[src/hdl/rycc_pkg.sv]
package rycc_pkg;

    // Format codes held in the two configuration registers
    localparam logic [1:0] FMT_Y     = 2'd0;
    localparam logic [1:0] FMT_YCBCR = 2'd1;
    localparam logic [1:0] FMT_RGB   = 2'd2;
    localparam logic [1:0] FMT_BAD   = 2'd3;

    // Register indexes on the APB port (byte address / 4)
    localparam logic REG_SOURCE = 1'b0;
    localparam logic REG_TARGET = 1'b1;

    // Conversion mode carried down the pipeline
    localparam logic [2:0] MODE_PASS    = 3'd0;  // components unchanged
    localparam logic [2:0] MODE_KEEP_A  = 3'd1;  // first component kept, rest zero
    localparam logic [2:0] MODE_RGB_Y   = 3'd2;
    localparam logic [2:0] MODE_RGB_YCC = 3'd3;
    localparam logic [2:0] MODE_YCC_RGB = 3'd4;

    // Fixed-point coefficients, scale 2^16
    localparam logic [16:0] K_YR  = 17'd19595;
    localparam logic [16:0] K_YG  = 17'd38470;
    localparam logic [16:0] K_YB  = 17'd7471;
    localparam logic [16:0] K_CB  = 17'd36962;
    localparam logic [16:0] K_CR  = 17'd46727;
    localparam logic [16:0] K_RCR = 17'd91881;
    localparam logic [16:0] K_GCB = 17'd22544;
    localparam logic [16:0] K_GCR = 17'd46793;
    localparam logic [16:0] K_BCB = 17'd116129;

    // Offsets
    localparam logic signed [10:0] OFS_R     = 11'sd179;
    localparam logic signed [10:0] OFS_G     = 11'sd135;
    localparam logic signed [10:0] OFS_B     = 11'sd226;
    localparam logic signed [10:0] OFS_CHROM = 11'sd128;

    typedef struct packed {
        logic [2:0] mode;
        logic       status;
    } t_ctrl;

    // Pick the conversion from the source and target formats
    function automatic t_ctrl decode_mode(input logic [1:0] src, input logic [1:0] tgt);
        t_ctrl ctrl;
        ctrl.mode   = MODE_PASS;
        ctrl.status = 1'b0;
        if (src == FMT_BAD || tgt == FMT_BAD) begin
            ctrl.status = 1'b1;
        end else if (src == tgt) begin
            if (src == FMT_Y) begin
                ctrl.mode = MODE_KEEP_A;
            end
        end else if (src == FMT_Y) begin
            ctrl.status = 1'b1;
        end else if (src == FMT_RGB) begin
            ctrl.mode = (tgt == FMT_Y) ? MODE_RGB_Y : MODE_RGB_YCC;
        end else begin
            ctrl.mode = (tgt == FMT_Y) ? MODE_KEEP_A : MODE_YCC_RGB;
        end
        return ctrl;
    endfunction

    // Clip a signed intermediate to 0..255
    function automatic logic [7:0] clip8(input logic signed [10:0] v);
        logic [7:0] res;
        if (v < 0) begin
            res = 8'd0;
        end else if (v > 11'sd255) begin
            res = 8'd255;
        end else begin
            res = v[7:0];
        end
        return res;
    endfunction

endpackage

[src/hdl/rgb_ycbcr_pixel_converter_top.sv]
// Per-pixel color-space converter (RGB, YCbCr, grey Y), 16 fraction bits.
//
// Input: a pixel beat is taken at each rising edge with start high and busy
// low. busy is tied low: a new pixel may be offered in every cycle.
// Output: each result sits on o_out_a/b/c, o_out_last and o_status for one
// cycle, flagged by o_valid. o_valid rises once the beat has passed the stage
// registers r1 to r4 and the output register; one pixel per clock.
// The path is five register stages: input capture, coefficient products,
// luma/RGB reconstruction, chroma products, chroma offset and output select.
// The receiver has no back-pressure; results are never held or dropped.
// Configuration: APB registers source_format (0x0) and target_format (0x4),
// 0 grey, 1 YCbCr, 2 RGB. Write them only while no pixel is in flight; the
// formats are sampled when a pixel is accepted.
// Reset (i_rst_n low, synchronous) clears the pipeline valid bits and sets
// source RGB, target YCbCr. Conversions from grey to another format, or with
// code 3, return o_status high with the components unchanged.
module rgb_ycbcr_pixel_converter_top
    import rycc_pkg::*;
(
    input  logic        i_clk,
    input  logic        i_rst_n,
    // pixel input
    input  logic        start,
    output logic        busy,
    input  logic [7:0]  i_comp_a,
    input  logic [7:0]  i_comp_b,
    input  logic [7:0]  i_comp_c,
    input  logic        i_last_pixel,
    // pixel output
    output logic        o_valid,
    output logic [7:0]  o_out_a,
    output logic [7:0]  o_out_b,
    output logic [7:0]  o_out_c,
    output logic        o_out_last,
    output logic        o_status,
    // APB configuration
    input  logic        psel,
    input  logic        penable,
    input  logic        pwrite,
    input  logic [2:0]  paddr,
    input  logic [31:0] pwdata,
    output logic [31:0] prdata,
    output logic        pready
);

    // ---------------- configuration registers ----------------
    logic [1:0] r_src_fmt;
    logic [1:0] r_tgt_fmt;
    logic       w_cfg_wr;

    assign pready   = 1'b1;
    assign w_cfg_wr = psel && penable && pwrite && pready;

    always_ff @(posedge i_clk) begin
        if (!i_rst_n) begin
            r_src_fmt <= FMT_RGB;
            r_tgt_fmt <= FMT_YCBCR;
        end else if (w_cfg_wr) begin
            if (paddr[2] == REG_SOURCE) begin
                r_src_fmt <= pwdata[1:0];
            end else begin
                r_tgt_fmt <= pwdata[1:0];
            end
        end
    end

    assign prdata = (paddr[2] == REG_TARGET) ? {30'd0, r_tgt_fmt} : {30'd0, r_src_fmt};

    // No stall anywhere in the pipeline
    assign busy = 1'b0;

    // ---------------- stage 1: capture beat and mode ----------------
    logic       r1_vld;
    logic [7:0] r1_a, r1_b, r1_c;
    logic       r1_last;
    t_ctrl      r1_ctrl;

    always_ff @(posedge i_clk) begin
        if (!i_rst_n) begin
            r1_vld <= 1'b0;
        end else begin
            r1_vld <= start && !busy;
        end
    end

    always_ff @(posedge i_clk) begin
        r1_a    <= i_comp_a;
        r1_b    <= i_comp_b;
        r1_c    <= i_comp_c;
        r1_last <= i_last_pixel;
        r1_ctrl <= decode_mode(r_src_fmt, r_tgt_fmt);
    end

    // ---------------- stage 2: coefficient products ----------------
    logic        r2_vld;
    logic [7:0]  r2_a, r2_b, r2_c;
    logic        r2_last;
    t_ctrl       r2_ctrl;
    logic [23:0] r2_luma;
    logic [24:0] r2_pr, r2_pg, r2_pb;
    logic [24:0] w_luma;

    assign w_luma = 25'(K_YR) * 25'(r1_a) + 25'(K_YG) * 25'(r1_b) + 25'(K_YB) * 25'(r1_c);

    always_ff @(posedge i_clk) begin
        if (!i_rst_n) begin
            r2_vld <= 1'b0;
        end else begin
            r2_vld <= r1_vld;
        end
    end

    always_ff @(posedge i_clk) begin
        r2_a    <= r1_a;
        r2_b    <= r1_b;
        r2_c    <= r1_c;
        r2_last <= r1_last;
        r2_ctrl <= r1_ctrl;
        r2_luma <= w_luma[23:0];
        r2_pr   <= 25'(K_RCR) * 25'(r1_c);
        r2_pg   <= 25'(K_GCB) * 25'(r1_b) + 25'(K_GCR) * 25'(r1_c);
        r2_pb   <= 25'(K_BCB) * 25'(r1_b);
    end

    // ---------------- stage 3: luma, color differences, RGB ----------------
    logic              r3_vld;
    logic [7:0]        r3_a, r3_b, r3_c;
    logic              r3_last;
    t_ctrl             r3_ctrl;
    logic [7:0]        r3_y;
    logic signed [8:0] r3_db, r3_dr;
    logic [7:0]        r3_r, r3_g, r3_bl;
    logic [7:0]        w_y;
    logic signed [10:0] w_r, w_g, w_b;

    // luma sum never exceeds 255 * 2^16, so no clip is needed
    assign w_y = r2_luma[23:16];
    assign w_r = $signed({3'd0, r2_a}) + $signed({2'd0, r2_pr[24:16]}) - OFS_R;
    assign w_g = $signed({3'd0, r2_a}) - $signed({2'd0, r2_pg[24:16]}) + OFS_G;
    assign w_b = $signed({3'd0, r2_a}) + $signed({2'd0, r2_pb[24:16]}) - OFS_B;

    always_ff @(posedge i_clk) begin
        if (!i_rst_n) begin
            r3_vld <= 1'b0;
        end else begin
            r3_vld <= r2_vld;
        end
    end

    always_ff @(posedge i_clk) begin
        r3_a    <= r2_a;
        r3_b    <= r2_b;
        r3_c    <= r2_c;
        r3_last <= r2_last;
        r3_ctrl <= r2_ctrl;
        r3_y    <= w_y;
        r3_db   <= $signed({1'b0, r2_c}) - $signed({1'b0, w_y});
        r3_dr   <= $signed({1'b0, r2_a}) - $signed({1'b0, w_y});
        r3_r    <= clip8(w_r);
        r3_g    <= clip8(w_g);
        r3_bl   <= clip8(w_b);
    end

    // ---------------- stage 4: chroma products ----------------
    logic               r4_vld;
    logic [7:0]         r4_a, r4_b, r4_c;
    logic               r4_last;
    t_ctrl              r4_ctrl;
    logic [7:0]         r4_y, r4_r, r4_g, r4_bl;
    logic signed [25:0] r4_pcb, r4_pcr;

    always_ff @(posedge i_clk) begin
        if (!i_rst_n) begin
            r4_vld <= 1'b0;
        end else begin
            r4_vld <= r3_vld;
        end
    end

    always_ff @(posedge i_clk) begin
        r4_a    <= r3_a;
        r4_b    <= r3_b;
        r4_c    <= r3_c;
        r4_last <= r3_last;
        r4_ctrl <= r3_ctrl;
        r4_y    <= r3_y;
        r4_r    <= r3_r;
        r4_g    <= r3_g;
        r4_bl   <= r3_bl;
        r4_pcb  <= $signed({{17{r3_db[8]}}, r3_db}) * $signed({9'd0, K_CB});
        r4_pcr  <= $signed({{17{r3_dr[8]}}, r3_dr}) * $signed({9'd0, K_CR});
    end

    // ---------------- stage 5: chroma offset and output select ----------------
    logic [7:0]         w_cb, w_cr;
    logic [7:0]         n_out_a, n_out_b, n_out_c;
    logic               r_valid;
    logic [7:0]         r_out_a, r_out_b, r_out_c;
    logic               r_out_last, r_status;

    // arithmetic shift by 16 is the top bits of the product
    assign w_cb = clip8($signed({r4_pcb[25], r4_pcb[25:16]}) + OFS_CHROM);
    assign w_cr = clip8($signed({r4_pcr[25], r4_pcr[25:16]}) + OFS_CHROM);

    always_comb begin
        case (r4_ctrl.mode)
            MODE_KEEP_A: begin
                n_out_a = r4_a;
                n_out_b = 8'd0;
                n_out_c = 8'd0;
            end
            MODE_RGB_Y: begin
                n_out_a = r4_y;
                n_out_b = 8'd0;
                n_out_c = 8'd0;
            end
            MODE_RGB_YCC: begin
                n_out_a = r4_y;
                n_out_b = w_cb;
                n_out_c = w_cr;
            end
            MODE_YCC_RGB: begin
                n_out_a = r4_r;
                n_out_b = r4_g;
                n_out_c = r4_bl;
            end
            default: begin
                n_out_a = r4_a;
                n_out_b = r4_b;
                n_out_c = r4_c;
            end
        endcase
    end

    always_ff @(posedge i_clk) begin
        if (!i_rst_n) begin
            r_valid <= 1'b0;
        end else begin
            r_valid <= r4_vld;
        end
    end

    always_ff @(posedge i_clk) begin
        r_out_a    <= n_out_a;
        r_out_b    <= n_out_b;
        r_out_c    <= n_out_c;
        r_out_last <= r4_last;
        r_status   <= r4_ctrl.status;
    end

    assign o_valid    = r_valid;
    assign o_out_a    = r_out_a;
    assign o_out_b    = r_out_b;
    assign o_out_c    = r_out_c;
    assign o_out_last = r_out_last;
    assign o_status   = r_status;

endmodule

[config.mk]
export PLATFORM = sky130hd
export DESIGN_NAME = rgb_ycbcr_pixel_converter_top
export DESIGN_NICKNAME = d
export VERILOG_FILES = /design/src/hdl/rycc_pkg.sv /design/src/hdl/rgb_ycbcr_pixel_converter_top.sv
export SDC_FILE = /design/constraint.sdc
export NUM_CORES = 1
export LEC_CHECK = 0
export ABC_AREA = 1
export ABC_CLOCK_PERIOD_IN_PS = 9200
export BUFFER_PORTS_ARGS = -buffer_cell sky130_fd_sc_hd__buf_4
export CAP_MARGIN = 40
export CELL_PAD_IN_SITES_DETAIL_PLACEMENT = 1
export CELL_PAD_IN_SITES_GLOBAL_PLACEMENT = 1
export CORE_MARGIN = 2
export CORE_UTILIZATION = 45
export CTS_CLUSTER_DIAMETER = 80
export CTS_CLUSTER_SIZE = 25
export DETAILED_ROUTE_END_ITERATION = 7
export GPL_TIMING_DRIVEN = 0
export PLACE_DENSITY = 0.79
export SYNTH_ARGS = -nofsm -noshare
export SYNTH_HDL_FRONTEND = slang
export SYNTH_SLANG_ARGS = --single-unit
[constraint.sdc]
create_clock -name i_clk -period 9.2 [get_ports i_clk]
set_clock_uncertainty 0.1 [all_clocks]
set_input_delay 1.84 -clock i_clk [delete_from_list [all_inputs] [get_ports i_clk]]
set_output_delay 1.84 -clock i_clk [all_outputs]
set_load 0.02 [all_outputs]
==> reports/qor.yml <==
sta:
  finalHoldViolations: 0
  max-slew-margin-rel: 0.416
  worst_slew_pin_slew_ps: 874
  period_minus_slack_ps: 8130
  setup_viol: 0
  tns_ps: 0
  final-max-slew-violation-count: 0
  rsz0062_at_grt: "false"
  fin_crit_sh: 0.884
  max_freq_mhz: 123
setup_path:
  critPathRequiredTime_ps: 9510
  crit_type: "reg2reg"
  slowest_delay_ps: 860
  cp-end-kind: "flip-flop"
  reg2reg_slack_ps: 1070
  critical_path.top_delay_family: "adder cells"
  crit_slowest_cell: "dfxtp_1"
  cp.arrival_ps: 8450
  path_buf_inv: 6
  path_max_fanout: 13
  start_kind: "flip-flop"
logic_synthesis:
  synth_area_leader_cell: "ha_1"
  synth.distinct_cells: 44
  synthFlopType: "dfxtp_1"
  ys_warn_count: 0
  yosys_register_bits: 288
  ys_top_cells_by_area: "ha_1 (25%), dfxtp_1 (22%), fa_1 (21%), inv_1 (9.7%), nand2_1 (4.8%)"
  avgSynthCellArea_um2: 9.09
  synth_top_area_share: 0.253
  async_reset_ff_frac: 0
  syn-cell-area_um2: 26300
  netlist_instances: 2898
  ys_seq_area_frac: 0.219
  synth_enable_flop_cells: 0
floorplanning:
  design.core.area_um2: 57800
  die_x_um: 246
  io_pins: 127
  die_y_um: 246
  initial_core_util: 0.456
  placementRows: 88
  dieArea_um2: 60500
run:
  maxCapViolations: 0
cells_and_area:
  fin_nets: 3891
  nFillCells: 6716
  final_common_cell: "inv_1"
  syn2layout_area_growth_pct: 9.04
  ff_latch_area_um2: 5770
  stdcell_count: 3796
  diodes: 0
  final_layout_size_suffix_gt1_frac: 0.0495
  final_cell_mix: "inv_1 (679), ha_1 (533), nand2_1 (336), dfxtp_1 (288), fa_1 (273)"
  multiInputGateArea_um2: 17900
global_route:
  grt_max_degree: 26
  grt_use_total: 0.245
  antenna_found_initial: 0
  grt_pass1_vias: 22300
  grt_pass1_wl_um: 117000
  grt_overflow_total: 0
drt:
  wl_um: 72000
  drc: 0
  routed_via_density: 5.09
  ant_nets: 0
  vias: 19300
  firstDrtPassIters: 5
  drtIter0Drc: 575
  wl_per_cell_um: 19.0
cts:
  clkLatencyLatePin_ps: 550
  clkSinkCount: 288
  cts_tree: "done"
  cts.clk_slew.worst_paths_ps: 90
  root_buffer: "clkbuf_16"
  post_cts_buffers: 0
  cts_buffers: 21
  cts_hold_buf: 0
  cts_resized: 0
  htree_levels: 1
  clockBufferDepth: 3
place:
  dp.final_hpwl_um: 61900
  place_congestion: 0.897
  portBuffers: 61
  dp.cells: 3761
worst_hold_path:
  hp-class: "reg2reg"
outcome:
  status: "finished, final reports clean"
cell families after synthesis:
kind of cell               synth area share
adders and majority gates             0.461
DFF                                   0.219
AOI/OAI and AO/OA                    0.0732
other                              0.000285
and+or+nand+nor                       0.104
xor gates and xnor gates             0.0366
buffers and inverters                 0.107
worst reg2reg max path: stages, from the launching register on:
cell	delay (ps)
dfxtp_1	860
ha_1	420
inv_1	160
fa_1	470
fa_1	560
inv_1	50
ha_1	310
inv_1	70
nor3_1	430
a31oi_1	240
xnor2_1	370
fa_1	520
fa_1	520
inv_1	50
fa_1	480
fa_1	560
inv_1	50
ha_1	310
nand2_1	90
nor2_1	90
inv_1	60
nor3_1	370
nand4_1	180
nand3_1	220
a21oi_1	110
xor2_1	390
state kept, by name, indices dropped and copies added, names as in the netlist, 9 cells and up:
| name | cells |
|---|---|
| r4_pcb | 10 |
| r2_pb | 14 |
| r3_db | 9 |
| r3_dr | 9 |
| r4_pcr | 10 |
| r2_pg | 12 |
| r2_pr | 9 |
cell type report:
cell class	instances	share of cell area
Buffer	39	0.00928
Timing Repair Buffer	68	0.0200
Sequential cell	288	0.201
Clock inverter	10	0.00649
Inverter	680	0.0888
Clock buffer	25	0.0192
Multi-Input combinational cell	1921	0.622
Tap cell	765	0.0333
per-stage QoR:
step	worst slack [ps]	util	hold WS, ps	area, um2
2_1_floorplan	2500	-	210	26500
3_3_place_gp	1020	0.482	210	27900
3_5_place_dp	1100	0.484	213	28000
4_1_cts	1080	0.497	233	28700
5_1_grt	834	0.497	234	28700
6_report	1070	0.497	227	28700
synthesized netlist by cell type (7+ instances only):
cell / n
a21oi_1: 169
nand3b_1: 7
inv_1: 679
a21o_1: 9
o21ai_0: 100
nand4_1: 30
o211ai_1: 10
xor2_1: 83
nor2_1: 86
nor3_1: 16
buf_4: 32
nor4_1: 7
ha_1: 533
nand3_1: 126
o31ai_1: 9
a211oi_1: 7
o21bai_1: 13
xnor2_1: 27
fa_1: 273
nand2_1: 336
dfxtp_1: 288
clkbuf_1: 7
path summary, 6_finish.rpt:
path,end,startpoint,cells past startpoint
setup / recovery,r2_luma[21],r1_b[5],25
hold reg to reg,r4_b[4],r3_b[4],0
setup reg to reg,r2_luma[21],r1_b[5],25
hold / removal,r4_b[4],r3_b[4],0
layer usage:
metal  track usage  part of all wire
met5             0                 0
met4        0.0970             0.043
met3        0.0224             0.024
met2         0.469              0.53
met1         0.278              0.40
Power is not shown: default switching activity piles up to over one toggle a cycle in this logic, so the estimate is an artifact.
